==> config.mk <==
export PLATFORM = sky130hd
export DESIGN_NAME = pulse_width_frame_encoder_flat
export DESIGN_NICKNAME = d
export VERILOG_FILES = /design/src/rtl/pwfe_pkg.sv /design/src/rtl/pwfe_if.sv /design/src/rtl/pwfe_ctrl.sv /design/src/rtl/pwfe_dp.sv /design/src/rtl/pulse_width_frame_encoder.sv /design/src/flat_wrapper.sv
export SDC_FILE = /design/constraint.sdc
export NUM_CORES = 1
export LEC_CHECK = 0
export ABC_AREA = 1
export BUFFER_PORTS_ARGS = -buffer_cell sky130_fd_sc_hd__buf_2
export CAP_MARGIN = 20
export CORE_ASPECT_RATIO = 0.9
export CORE_MARGIN = 3
export CORE_UTILIZATION = 51
export CTS_CLUSTER_DIAMETER = 40
export DETAILED_ROUTE_END_ITERATION = 8
export PLACE_DENSITY_LB_ADDON = 0.15
export SETUP_SLACK_MARGIN = 0.3
export SLEW_MARGIN = 15
export SYNTH_ARGS = -nofsm -noshare
export SYNTH_HDL_FRONTEND = slang
export SYNTH_HIERARCHICAL = 1
export SYNTH_SLANG_ARGS = --single-unit
export TNS_END_PERCENT = 50
==> constraint.sdc <==
create_clock -name clk -period 7.2 [get_ports clk]
set_input_delay 1.44 -clock clk [delete_from_list [all_inputs] [get_ports clk]]
set_output_delay 1.44 -clock clk [all_outputs]
set_load 0.02 [all_outputs]
==> src/rtl/pwfe_pkg.sv <==
// ----------------------------------------------------------------------------
// pwfe_pkg
// Types and constants of the pulse-width frame encoder.
// ----------------------------------------------------------------------------
package pwfe_pkg;

	localparam int ByteW   = 8;
	localparam int TimeW   = 11;
	localparam int PulseW  = 13;
	localparam int SyncW   = 5;
	localparam int BitCntW = 3;
	localparam int CfgIdxW = 2;

	localparam logic [SyncW-1:0] SyncMax   = 5'd16;
	localparam logic [ByteW-1:0] CheckAdd  = 8'd5;

	typedef enum logic [CfgIdxW-1:0] {
		REG_SYNC_ZERO  = 2'd0,
		REG_SHORT_HIGH = 2'd1,
		REG_LONG_HIGH  = 2'd2,
		REG_BIT_PERIOD = 2'd3
	} reg_idx_t;

	// controller to datapath
	typedef struct packed {
		logic load_item;   // capture byte, flag; load sync count, clear bit count
		logic clear_sum;   // first byte of a frame
		logic load_check;  // load checksum byte into shifter
		logic sync_dec;
		logic shift;
		logic emit;
		logic level;
		logic end_mark;
		logic last_pulse;
	} cmd_t;

	// datapath to controller
	typedef struct packed {
		logic cur_bit;
		logic sync_zero;
		logic sync_one;
		logic bit_last;
		logic last_q;
		logic out_free;
	} stat_t;

endpackage

==> src/rtl/pwfe_if.sv <==
// ----------------------------------------------------------------------------
// pwfe channel interfaces
// Valid/ready channels for bytes in, pulse words out and register writes.
// ----------------------------------------------------------------------------
interface pwfe_in_if;
	logic                          valid;
	logic                          ready;
	logic [pwfe_pkg::ByteW-1:0]    frame_byte;
	logic                          last_byte;

	modport source (output valid, frame_byte, last_byte, input ready);
	modport sink   (input valid, frame_byte, last_byte, output ready);
endinterface

interface pwfe_out_if;
	logic                          valid;
	logic                          ready;
	logic [pwfe_pkg::PulseW-1:0]   pulse_high_us;
	logic [pwfe_pkg::PulseW-1:0]   pulse_period_us;
	logic                          bit_level;
	logic                          is_end_marker;
	logic                          last_of_run;

	modport source (output valid, pulse_high_us, pulse_period_us, bit_level,
		is_end_marker, last_of_run, input ready);
	modport sink   (input valid, pulse_high_us, pulse_period_us, bit_level,
		is_end_marker, last_of_run, output ready);
endinterface

interface pwfe_cfg_if;
	logic                          valid;
	logic                          ready;
	logic [pwfe_pkg::CfgIdxW-1:0]  index;
	logic [pwfe_pkg::TimeW-1:0]    data;

	modport source (output valid, index, data, input ready);
	modport sink   (input valid, index, data, output ready);
endinterface

==> src/rtl/pwfe_ctrl.sv <==
// ----------------------------------------------------------------------------
// pwfe_ctrl
// Sequencer: preamble, sync zeros, start bit, data bits, stop bit, checksum and end marker.
// ----------------------------------------------------------------------------
module pwfe_ctrl (
	input  logic             clk,
	input  logic             arst_n,
	input  logic             in_valid,
	output logic             in_ready,
	input  pwfe_pkg::stat_t  stat,
	output pwfe_pkg::cmd_t   cmd
);

	typedef enum logic [3:0] {
		ST_IDLE, ST_PRE, ST_SYNC, ST_START, ST_DATA, ST_STOP,
		ST_CK_DATA, ST_CK_STOP, ST_END
	} state_t;

	state_t state_q;
	state_t state_d;
	logic   frame_open_q;
	logic   frame_open_d;
	logic   accept;

	assign in_ready = (state_q == ST_IDLE);
	assign accept   = in_valid && in_ready;

	always_comb begin
		cmd          = '0;
		state_d      = state_q;
		frame_open_d = frame_open_q;
		unique case (state_q)
			ST_IDLE: begin
				if (accept) begin
					cmd.load_item = 1'b1;
					cmd.clear_sum = !frame_open_q;
					state_d       = frame_open_q ? ST_DATA : ST_PRE;
				end
			end
			ST_PRE: begin
				if (stat.out_free) begin
					cmd.emit  = 1'b1;
					cmd.level = 1'b1;
					state_d   = stat.sync_zero ? ST_START : ST_SYNC;
				end
			end
			ST_SYNC: begin
				if (stat.out_free) begin
					cmd.emit     = 1'b1;
					cmd.sync_dec = 1'b1;
					if (stat.sync_one) begin
						state_d = ST_START;
					end
				end
			end
			ST_START: begin
				if (stat.out_free) begin
					cmd.emit     = 1'b1;
					cmd.level    = 1'b1;
					state_d      = ST_DATA;
					frame_open_d = 1'b1;
				end
			end
			ST_DATA, ST_CK_DATA: begin
				if (stat.out_free) begin
					cmd.emit  = 1'b1;
					cmd.shift = 1'b1;
					cmd.level = stat.cur_bit;
					if (stat.bit_last) begin
						state_d = (state_q == ST_DATA) ? ST_STOP : ST_CK_STOP;
					end
				end
			end
			ST_STOP: begin
				if (stat.out_free) begin
					cmd.emit       = 1'b1;
					cmd.level      = 1'b1;
					cmd.last_pulse = !stat.last_q;
					cmd.load_check = stat.last_q;
					state_d        = stat.last_q ? ST_CK_DATA : ST_IDLE;
				end
			end
			ST_CK_STOP: begin
				if (stat.out_free) begin
					cmd.emit  = 1'b1;
					cmd.level = 1'b1;
					state_d   = ST_END;
				end
			end
			ST_END: begin
				if (stat.out_free) begin
					cmd.emit       = 1'b1;
					cmd.level      = 1'b1;
					cmd.end_mark   = 1'b1;
					cmd.last_pulse = 1'b1;
					state_d        = ST_IDLE;
					frame_open_d   = 1'b0;
				end
			end
			default: state_d = ST_IDLE;
		endcase
	end

	always_ff @(posedge clk or negedge arst_n) begin
		if (!arst_n) begin
			state_q      <= ST_IDLE;
			frame_open_q <= 1'b0;
		end else begin
			state_q      <= state_d;
			frame_open_q <= frame_open_d;
		end
	end

endmodule

==> src/rtl/pwfe_dp.sv <==
// ----------------------------------------------------------------------------
// pwfe_dp
// Registers, byte shifter, running sum, counters and the output word register.
// ----------------------------------------------------------------------------
module pwfe_dp (
	input  logic                           clk,
	input  logic                           arst_n,
	input  logic                           cfg_we,
	input  logic [pwfe_pkg::CfgIdxW-1:0]   cfg_index,
	input  logic [pwfe_pkg::TimeW-1:0]     cfg_data,
	input  logic [pwfe_pkg::ByteW-1:0]     frame_byte,
	input  logic                           last_byte,
	input  pwfe_pkg::cmd_t                 cmd,
	output pwfe_pkg::stat_t                stat,
	input  logic                           out_ready,
	output logic                           out_valid,
	output logic [pwfe_pkg::PulseW-1:0]    pulse_high_us,
	output logic [pwfe_pkg::PulseW-1:0]    pulse_period_us,
	output logic                           bit_level,
	output logic                           is_end_marker,
	output logic                           last_of_run
);

	logic [pwfe_pkg::SyncW-1:0]   sync_cfg_q;
	logic [pwfe_pkg::TimeW-1:0]   short_q;
	logic [pwfe_pkg::TimeW-1:0]   long_q;
	logic [pwfe_pkg::TimeW-1:0]   period_q;
	logic [pwfe_pkg::ByteW-1:0]   sum_q;
	logic [pwfe_pkg::ByteW-1:0]   shift_q;
	logic [pwfe_pkg::SyncW-1:0]   sync_cnt_q;
	logic [pwfe_pkg::BitCntW-1:0] bit_cnt_q;
	logic                         last_q;
	logic                         out_valid_q;
	logic [pwfe_pkg::SyncW-1:0]   sync_sat;
	logic [pwfe_pkg::PulseW-1:0]  bit_high;
	logic [pwfe_pkg::PulseW-1:0]  period_ext;
	logic [pwfe_pkg::PulseW-1:0]  mark_high;
	logic [pwfe_pkg::PulseW-1:0]  mark_period;
	logic [pwfe_pkg::PulseW-1:0]  nom_high;
	logic [pwfe_pkg::PulseW-1:0]  nom_period;

	assign sync_sat = (sync_cfg_q > pwfe_pkg::SyncMax) ? pwfe_pkg::SyncMax : sync_cfg_q;

	assign bit_high    = pwfe_pkg::PulseW'(cmd.level ? short_q : long_q);
	assign period_ext  = pwfe_pkg::PulseW'(period_q);
	assign mark_high   = {period_ext[pwfe_pkg::PulseW-2:0], 1'b0}
		+ pwfe_pkg::PulseW'(short_q);
	assign mark_period = {period_ext[pwfe_pkg::PulseW-2:0], 1'b0} + period_ext;
	assign nom_high    = cmd.end_mark ? mark_high : bit_high;
	assign nom_period  = cmd.end_mark ? mark_period : period_ext;

	assign stat.cur_bit   = shift_q[0];
	assign stat.sync_zero = (sync_cnt_q == '0);
	assign stat.sync_one  = (sync_cnt_q == pwfe_pkg::SyncW'(1));
	assign stat.bit_last  = (bit_cnt_q == '1);
	assign stat.last_q    = last_q;
	assign stat.out_free  = !out_valid_q || out_ready;

	assign out_valid = out_valid_q;

	always_ff @(posedge clk or negedge arst_n) begin
		if (!arst_n) begin
			sync_cfg_q  <= pwfe_pkg::SyncW'(10);
			short_q     <= pwfe_pkg::TimeW'(366);
			long_q      <= pwfe_pkg::TimeW'(854);
			period_q    <= pwfe_pkg::TimeW'(1220);
			sum_q       <= '0;
			out_valid_q <= 1'b0;
		end else begin
			if (cfg_we) begin
				unique case (pwfe_pkg::reg_idx_t'(cfg_index))
					pwfe_pkg::REG_SYNC_ZERO:  sync_cfg_q <= cfg_data[pwfe_pkg::SyncW-1:0];
					pwfe_pkg::REG_SHORT_HIGH: short_q    <= cfg_data;
					pwfe_pkg::REG_LONG_HIGH:  long_q     <= cfg_data;
					pwfe_pkg::REG_BIT_PERIOD: period_q   <= cfg_data;
					default: ;
				endcase
			end
			if (cmd.load_item) begin
				sum_q <= (cmd.clear_sum ? '0 : sum_q) + frame_byte;
			end
			if (cmd.emit) begin
				out_valid_q <= 1'b1;
			end else if (out_ready) begin
				out_valid_q <= 1'b0;
			end
		end
	end

	always_ff @(posedge clk) begin
		if (cmd.load_item) begin
			shift_q    <= frame_byte;
			last_q     <= last_byte;
			sync_cnt_q <= sync_sat;
			bit_cnt_q  <= '0;
		end else if (cmd.load_check) begin
			shift_q   <= sum_q + pwfe_pkg::CheckAdd;
			bit_cnt_q <= '0;
		end else begin
			if (cmd.shift) begin
				shift_q   <= {1'b0, shift_q[pwfe_pkg::ByteW-1:1]};
				bit_cnt_q <= bit_cnt_q + 1'b1;
			end
			if (cmd.sync_dec) begin
				sync_cnt_q <= sync_cnt_q - 1'b1;
			end
		end
		if (cmd.emit) begin
			pulse_high_us   <= nom_high;
			pulse_period_us <= (nom_period < nom_high) ? nom_high : nom_period;
			bit_level       <= cmd.level;
			is_end_marker   <= cmd.end_mark;
			last_of_run     <= cmd.last_pulse;
		end
	end

endmodule

==> src/rtl/pulse_width_frame_encoder.sv <==
// ----------------------------------------------------------------------------
// pulse_width_frame_encoder
// Expands frame bytes into pulse-width symbol words with preamble and checksum.
// ----------------------------------------------------------------------------
// Usage:
//   din  : one frame byte per word, last_byte set on the final byte.
//   dout : one pulse word per symbol; last_of_run marks the final word of a byte.
//   cfg  : register writes (sync zeros, short/long high time, bit period),
//          always ready; write only while the block is idle.
// A byte is taken only while the sequencer is idle. The first word is
// registered by the state after the accept, then one word per cycle while
// dout is ready. Each byte gives its data bits and a stop bit; a frame's
// first byte adds preamble, sync zeros and start bit, the last byte adds the
// checksum byte, its stop bit and the end marker. The sequencer emitting into
// the output register sets the pace; a stalled dout holds the word and the
// sequence. The next byte may be accepted while the final word still waits
// on dout. Reset restores the register defaults and closes any open frame.
// ----------------------------------------------------------------------------
module pulse_width_frame_encoder (
	input  logic        clk,
	input  logic        arst_n,
	pwfe_in_if.sink     din,
	pwfe_out_if.source  dout,
	pwfe_cfg_if.sink    cfg
);

	pwfe_pkg::cmd_t  cmd;
	pwfe_pkg::stat_t stat;

	assign cfg.ready = 1'b1;

	pwfe_ctrl u_ctrl (
		.clk      (clk),
		.arst_n   (arst_n),
		.in_valid (din.valid),
		.in_ready (din.ready),
		.stat     (stat),
		.cmd      (cmd)
	);

	pwfe_dp u_dp (
		.clk             (clk),
		.arst_n          (arst_n),
		.cfg_we          (cfg.valid && cfg.ready),
		.cfg_index       (cfg.index),
		.cfg_data        (cfg.data),
		.frame_byte      (din.frame_byte),
		.last_byte       (din.last_byte),
		.cmd             (cmd),
		.stat            (stat),
		.out_ready       (dout.ready),
		.out_valid       (dout.valid),
		.pulse_high_us   (dout.pulse_high_us),
		.pulse_period_us (dout.pulse_period_us),
		.bit_level       (dout.bit_level),
		.is_end_marker   (dout.is_end_marker),
		.last_of_run     (dout.last_of_run)
	);

endmodule

==> src/flat_wrapper.sv <==
// flat-port wrapper written by rule: the top's interface ports become plain ports
module pulse_width_frame_encoder_flat 
  (clk, arst_n, din_valid, din_frame_byte, din_last_byte, din_ready, dout_valid, dout_pulse_high_us, dout_pulse_period_us, dout_bit_level, dout_is_end_marker, dout_last_of_run, dout_ready, cfg_valid, cfg_index, cfg_data, cfg_ready);
  pwfe_in_if din_i ();
  pwfe_out_if dout_i ();
  pwfe_cfg_if cfg_i ();
  input  logic clk;
  input  logic arst_n;
  input wire logic [$bits(din_i.valid)-1:0] din_valid;
  input wire logic [$bits(din_i.frame_byte)-1:0] din_frame_byte;
  input wire logic [$bits(din_i.last_byte)-1:0] din_last_byte;
  output wire logic [$bits(din_i.ready)-1:0] din_ready;
  output wire logic [$bits(dout_i.valid)-1:0] dout_valid;
  output wire logic [$bits(dout_i.pulse_high_us)-1:0] dout_pulse_high_us;
  output wire logic [$bits(dout_i.pulse_period_us)-1:0] dout_pulse_period_us;
  output wire logic [$bits(dout_i.bit_level)-1:0] dout_bit_level;
  output wire logic [$bits(dout_i.is_end_marker)-1:0] dout_is_end_marker;
  output wire logic [$bits(dout_i.last_of_run)-1:0] dout_last_of_run;
  input wire logic [$bits(dout_i.ready)-1:0] dout_ready;
  input wire logic [$bits(cfg_i.valid)-1:0] cfg_valid;
  input wire logic [$bits(cfg_i.index)-1:0] cfg_index;
  input wire logic [$bits(cfg_i.data)-1:0] cfg_data;
  output wire logic [$bits(cfg_i.ready)-1:0] cfg_ready;
  assign din_i.valid = din_valid;
  assign din_i.frame_byte = din_frame_byte;
  assign din_i.last_byte = din_last_byte;
  assign din_ready = din_i.ready;
  assign dout_valid = dout_i.valid;
  assign dout_pulse_high_us = dout_i.pulse_high_us;
  assign dout_pulse_period_us = dout_i.pulse_period_us;
  assign dout_bit_level = dout_i.bit_level;
  assign dout_is_end_marker = dout_i.is_end_marker;
  assign dout_last_of_run = dout_i.last_of_run;
  assign dout_i.ready = dout_ready;
  assign cfg_i.valid = cfg_valid;
  assign cfg_i.index = cfg_index;
  assign cfg_i.data = cfg_data;
  assign cfg_ready = cfg_i.ready;
  pulse_width_frame_encoder u_core (.clk(clk), .arst_n(arst_n), .din(din_i), .dout(dout_i), .cfg(cfg_i));
endmodule
==> results <==
- In this run the tool buffered the top-level ports with 57 buffer cells.
- Entering global routing, the biggest net connects 53 pins.
- The core region is 0.0122 mm2.
- In the routed layout, each cell is associated on average with a via count of ~5.3.
- The H-tree was split into 3 levels.
- In this run, CTS created clock tree buffers numbering 9.
- TritonCTS built the clock tree.
- Power comes to approximately 2.9 mW.
- The combined global-route utilization of all metal layers is a little over a fifth.
- Synthesis handed over a netlist of between 800 and 900 instances.
- The flop and latch count out of synthesis is 98.
- The antenna diode count is 0.
- The overflow left after global routing is 0.
- After routing the design area is roughly 0.0072 mm2.
- The number of antenna violations at the first check in global routing is 0.
- For this run, the top clock speed supported by timing is approximately 0.24 GHz.
- After synthesis, the most frequently instantiated cells are sky130_fd_sc_hd__nand2_1, sky130_fd_sc_hd__inv_1, sky130_fd_sc_hd__o21ai_0.
- The overall die width is 125 um.
- The most used flip-flop cell after synthesis is sky130_fd_sc_hd__edfxtp_1.
- The least setup slack across all paths after layout is between 2 and 3 ns.
- For this block, the initial DRC count from the detailed router was around 540.
- Setup repair after global routing left no endpoint under its margin.
- In the final routed layout, each cell accounts on average for ~14 um.
- In this run the critical register-to-register path is launched from u_core/u_ctrl/state_q[0]$_DFFE_PN0P_.
- The most frequent cell after synthesis is sky130_fd_sc_hd__nand2_1.
- The number of max-slew violations in the final report is 0.
- Hold repair after CTS inserted 0 buffers.
- Headroom to the max-slew limit came out at ~36%.
- The number of sinks handled by clock tree synthesis is 98.
- The remaining antenna violation count is 0.
- Summed over its instances, the top area cell type makes up between 10% and 20% of the synthesized netlist area.
- The standard-cell row count is 38.
- The standby leakage power is 3.70 nW.
- The share of layout cells above drive strength 1 is approximately 13%.
- The required time reported for the critical path endpoint is roughly 7.3 ns.
- The nature of the critical path startpoint is an input port.
- By area the synthesized netlist is led by sky130_fd_sc_hd__edfxtp_1, sky130_fd_sc_hd__nand2_1, sky130_fd_sc_hd__dfrtp_1.
- The wire length of the first global-routing pass is roughly 25000 um.
- In this run the post-CTS setup repair buffer count came out at 0.
- The sequential cells in the finished layout cover a total of 0.00268 mm2.
- The endpoint type of the worst setup path is a register.
- The post-route minimum period is approximately 4.2 ns.
- The insertion delay to the later sink of the worst-skew pair is ~0.35 ns.
- The number of warning messages in the yosys log is 6.
- The placed cell area is 0.00688 mm2.
- Of all flip-flops after synthesis, the portion carrying an async set or reset was a little over half.
- The capture endpoint of the worst hold path is u_core/u_dp/bit_cnt_q[2]$_SDFFE_PP0P_.
- The final net count is roughly 1000.
- The critical path class is in -> reg.
- Timing analysis after detailed placement gives a worst setup slack of 2.70 ns.
- The register-to-register path setup slack is around 3.6 ns.
- The clock arrives with around 0.0056 ns of skew.
- The tool flagged a number of max-cap violations equal to 0.
- The arrival time of the worst setup path is around 4.3 ns.
- The slew at the pin with the worst max-slew slack is 0.955 ns.
- The worst path uses 58.7% of the clock period.
- The layout overhead on the synthesized area is 10.9%.
- The register clock-pin slew on the reported worst setup and hold paths is roughly 0.060 ns.
- Across all layers, the routed design uses 5659 vias.
- The count of TritonRoute iterations in the first routing pass is 6.
- The setup violation total in the final timing report is 0.
- After clock tree synthesis, the repair step resized 0 gates.
- The post-synth design cell area is about 0.0065 mm2.
- The number of enable flip-flop cells after synthesis is 43.
- The die area is 0.0141 mm2.
- At the end of routability-driven placement, the weighted congestion stood at roughly 0.93.
- For the worst flop-to-flop path, the logic depth is 16.
- The post-synthesis sequential area ratio is between 40% and 50%.
- The total count of hold-check failures in the final report was 0.
- On the final layout, the worst hold slack is approximately 0.48 ns.
- The cell at the root of the clock tree is sky130_fd_sc_hd__clkbuf_16.
- The cell taking the most area after synthesis is sky130_fd_sc_hd__edfxtp_1.
- The average instance area after synthesis is roughly 7.6 um2.
- The layout filler cell count is 1156.
- The vertical extent of the die is 113 um.
- The kind of path behind the tightest hold check is reg -> reg.
- 59 I/O pins were placed.
- The endpoint identified for the worst register-to-register timing path is u_core/u_dp/pulse_period_us[10]$_DFFE_PP_.
- Dividing total power by cell area gives a power density of roughly 400 mW/mm2.
- Once the floorplan was initialized, standard cells occupied between 50% and 60% of the core.
- The multi-input combinational cells in the finished layout cover a total of between 0.003 and 0.004 mm2.
- The flow ran to the end, and the final reports show no timing, DRC or antenna violations.
- The detailed placement HPWL is ~11000 um.
- The via count of the first global-routing pass came to 5238.
- The clock passes through at most 2 buffers.
- The worst supply voltage drop on vdd is ~200 uV.
- The beginning of the worst hold path is u_core/u_dp/bit_cnt_q[2]$_SDFFE_PP0P_.
- Yosys mapped the design onto 43 distinct sky130hd cell types.
- The worst hold path passes through 2 cells.
- In the final timing run, aggregate negative setup slack is 0 ns.
- The maximum fanout along the worst path is 26.
- The routed wire length is approximately 15000 um.
- For this run, design rule violations remaining after detail routing come to 0.
- The synthesized netlist net count is 930.
[cell type report]
| type | instances | share of cell area, % |
|---|---|---|
| well taps | 160 | 2.78 |
| inverters | 120 | 6.33 |
| multi-input cells | 613 | 44.9 |
| flip-flops and latches | 98 | 37.2 |
| repair buffers | 61 | 4.38 |
| clock buffers | 16 | 4.37 |
[kinds of logic (layout without fill, tap and decap cells)]
kind of cell             count (synthesis)  in the layout  share of synthesized area [%]
AND/OR/NAND/NOR                        427            427                           28.0
AO/OA/AOI/OAI                          127            127                           10.7
adder cells (fa/ha/maj)                 49             49                           9.80
other                                    1              1                         0.0578
buffers and inverters                  143            197                           8.95
XOR/XNOR                                 9              9                           1.22
flip-flops                              98             98                           41.3
[worst max-delay path by stage]
stage	startpoint	to	slack (ns)	cells past startpoint
finish	dout_ready	u_core/u_dp/pulse_period_us[10]$_DFFE_PP_	2.97	18
CTS	dout_ready	u_core/u_dp/pulse_period_us[9]$_DFFE_PP_	3.07	16
global route	dout_ready	u_core/u_dp/pulse_period_us[9]$_DFFE_PP_	2.71	16
global placement	dout_ready	u_core/u_dp/pulse_period_us[8]$_DFFE_PP_	2.78	18
floorplan	dout_ready	u_core/u_dp/pulse_period_us[8]$_DFFE_PP_	3.45	18
detailed placement	dout_ready	u_core/u_dp/pulse_period_us[9]$_DFFE_PP_	2.70	16
[worst max-delay path, cell delays in order]
cell and delay (ns):
sky130_fd_sc_hd__buf_2 0.08, sky130_fd_sc_hd__inv_1 0.03, sky130_fd_sc_hd__nand2_1 0.15, sky130_fd_sc_hd__inv_1 0.17, sky130_fd_sc_hd__nor2_1 0.13, sky130_fd_sc_hd__buf_4 0.29
sky130_fd_sc_hd__inv_2 0.22, sky130_fd_sc_hd__o21ai_0 0.49, sky130_fd_sc_hd__inv_1 0.13, sky130_fd_sc_hd__ha_1 0.30, sky130_fd_sc_hd__nand2_1 0.06, sky130_fd_sc_hd__o21a_1 0.18
sky130_fd_sc_hd__nand2_1 0.07, sky130_fd_sc_hd__nand2_1 0.06, sky130_fd_sc_hd__nand2_2 0.31, sky130_fd_sc_hd__inv_6 0.08, sky130_fd_sc_hd__nand2_1 0.08, sky130_fd_sc_hd__nand2_1 0.05
[cell usage in the layout (no fill, tap or decap), types with 9 or more instances in the layout]
| master | instances |
|---|---|
| sky130_fd_sc_hd__nand3_1 | 64 |
| sky130_fd_sc_hd__o21ai_0 | 70 |
| sky130_fd_sc_hd__ha_1 | 46 |
| sky130_fd_sc_hd__dfrtp_1 | 34 |
| sky130_fd_sc_hd__clkbuf_16 | 10 |
| sky130_fd_sc_hd__nand2_1 | 257 |
| sky130_fd_sc_hd__a21oi_1 | 27 |
| sky130_fd_sc_hd__nand4_1 | 9 |
| sky130_fd_sc_hd__edfxtp_1 | 43 |
| sky130_fd_sc_hd__dfstp_2 | 18 |
| sky130_fd_sc_hd__nor2_1 | 69 |
| sky130_fd_sc_hd__inv_1 | 116 |
| sky130_fd_sc_hd__buf_2 | 57 |
[per-layer routing]
| metal | vias up | routed length, um | share of wire [%] | GRT usage (%) |
|---|---|---|---|---|
| met5 | - | 0 | 0 | 0 |
| met4 | 0 | 127 | 0.86 | 5.49 |
| met3 | 8 | 975 | 6.6 | 5.14 |
| met2 | 169 | 5980 | 41 | 31.7 |
| met1 | 2615 | 7670 | 52 | 33.4 |
| li1 | 2867 | - | - | - |
[through the flow]
stage                     std cells  util [%]
after floorplan                 854         -
after global placement         1052      56.3
after detailed placement       1052      56.3
after CTS                      1068      58.9
after global routing           1068      58.9
final                          1068      58.9
[power by group]
group / internal [mW] / total [mW] / switching [mW]
sequential: 0.883 / 1.00 / 0.121
combinational: 0.462 / 1.39 / 0.926
clock: 0.295 / 0.493 / 0.198
[state kept, by name, summed over array words and instances (netlist names)]
| register | cells |
|---|---|
| u_core/u_dp/sync_cfg_q | 5 |
| u_core/u_dp/bit_cnt_q | 3 |
| u_core/u_dp/out_valid | 1 |
| u_core/u_dp/last_q | 1 |
| u_core/u_dp/long_q | 11 |
| u_core/u_dp/pulse_period_us | 13 |
| u_core/u_ctrl/frame_open_q | 1 |
| u_core/u_dp/shift_q | 8 |
| u_core/u_dp/sync_cnt_q | 5 |
| u_core/u_dp/period_q | 11 |
| u_core/u_dp/sum_q | 8 |
| u_core/u_dp/is_end_marker | 1 |
| u_core/u_dp/last_of_run | 1 |
| u_core/u_dp/bit_level | 1 |
| u_core/u_ctrl/state_q | 4 |
| u_core/u_dp/short_q | 11 |
| u_core/u_dp/pulse_high_us | 13 |
Note: power is estimated with default switching activity, not from simulation.
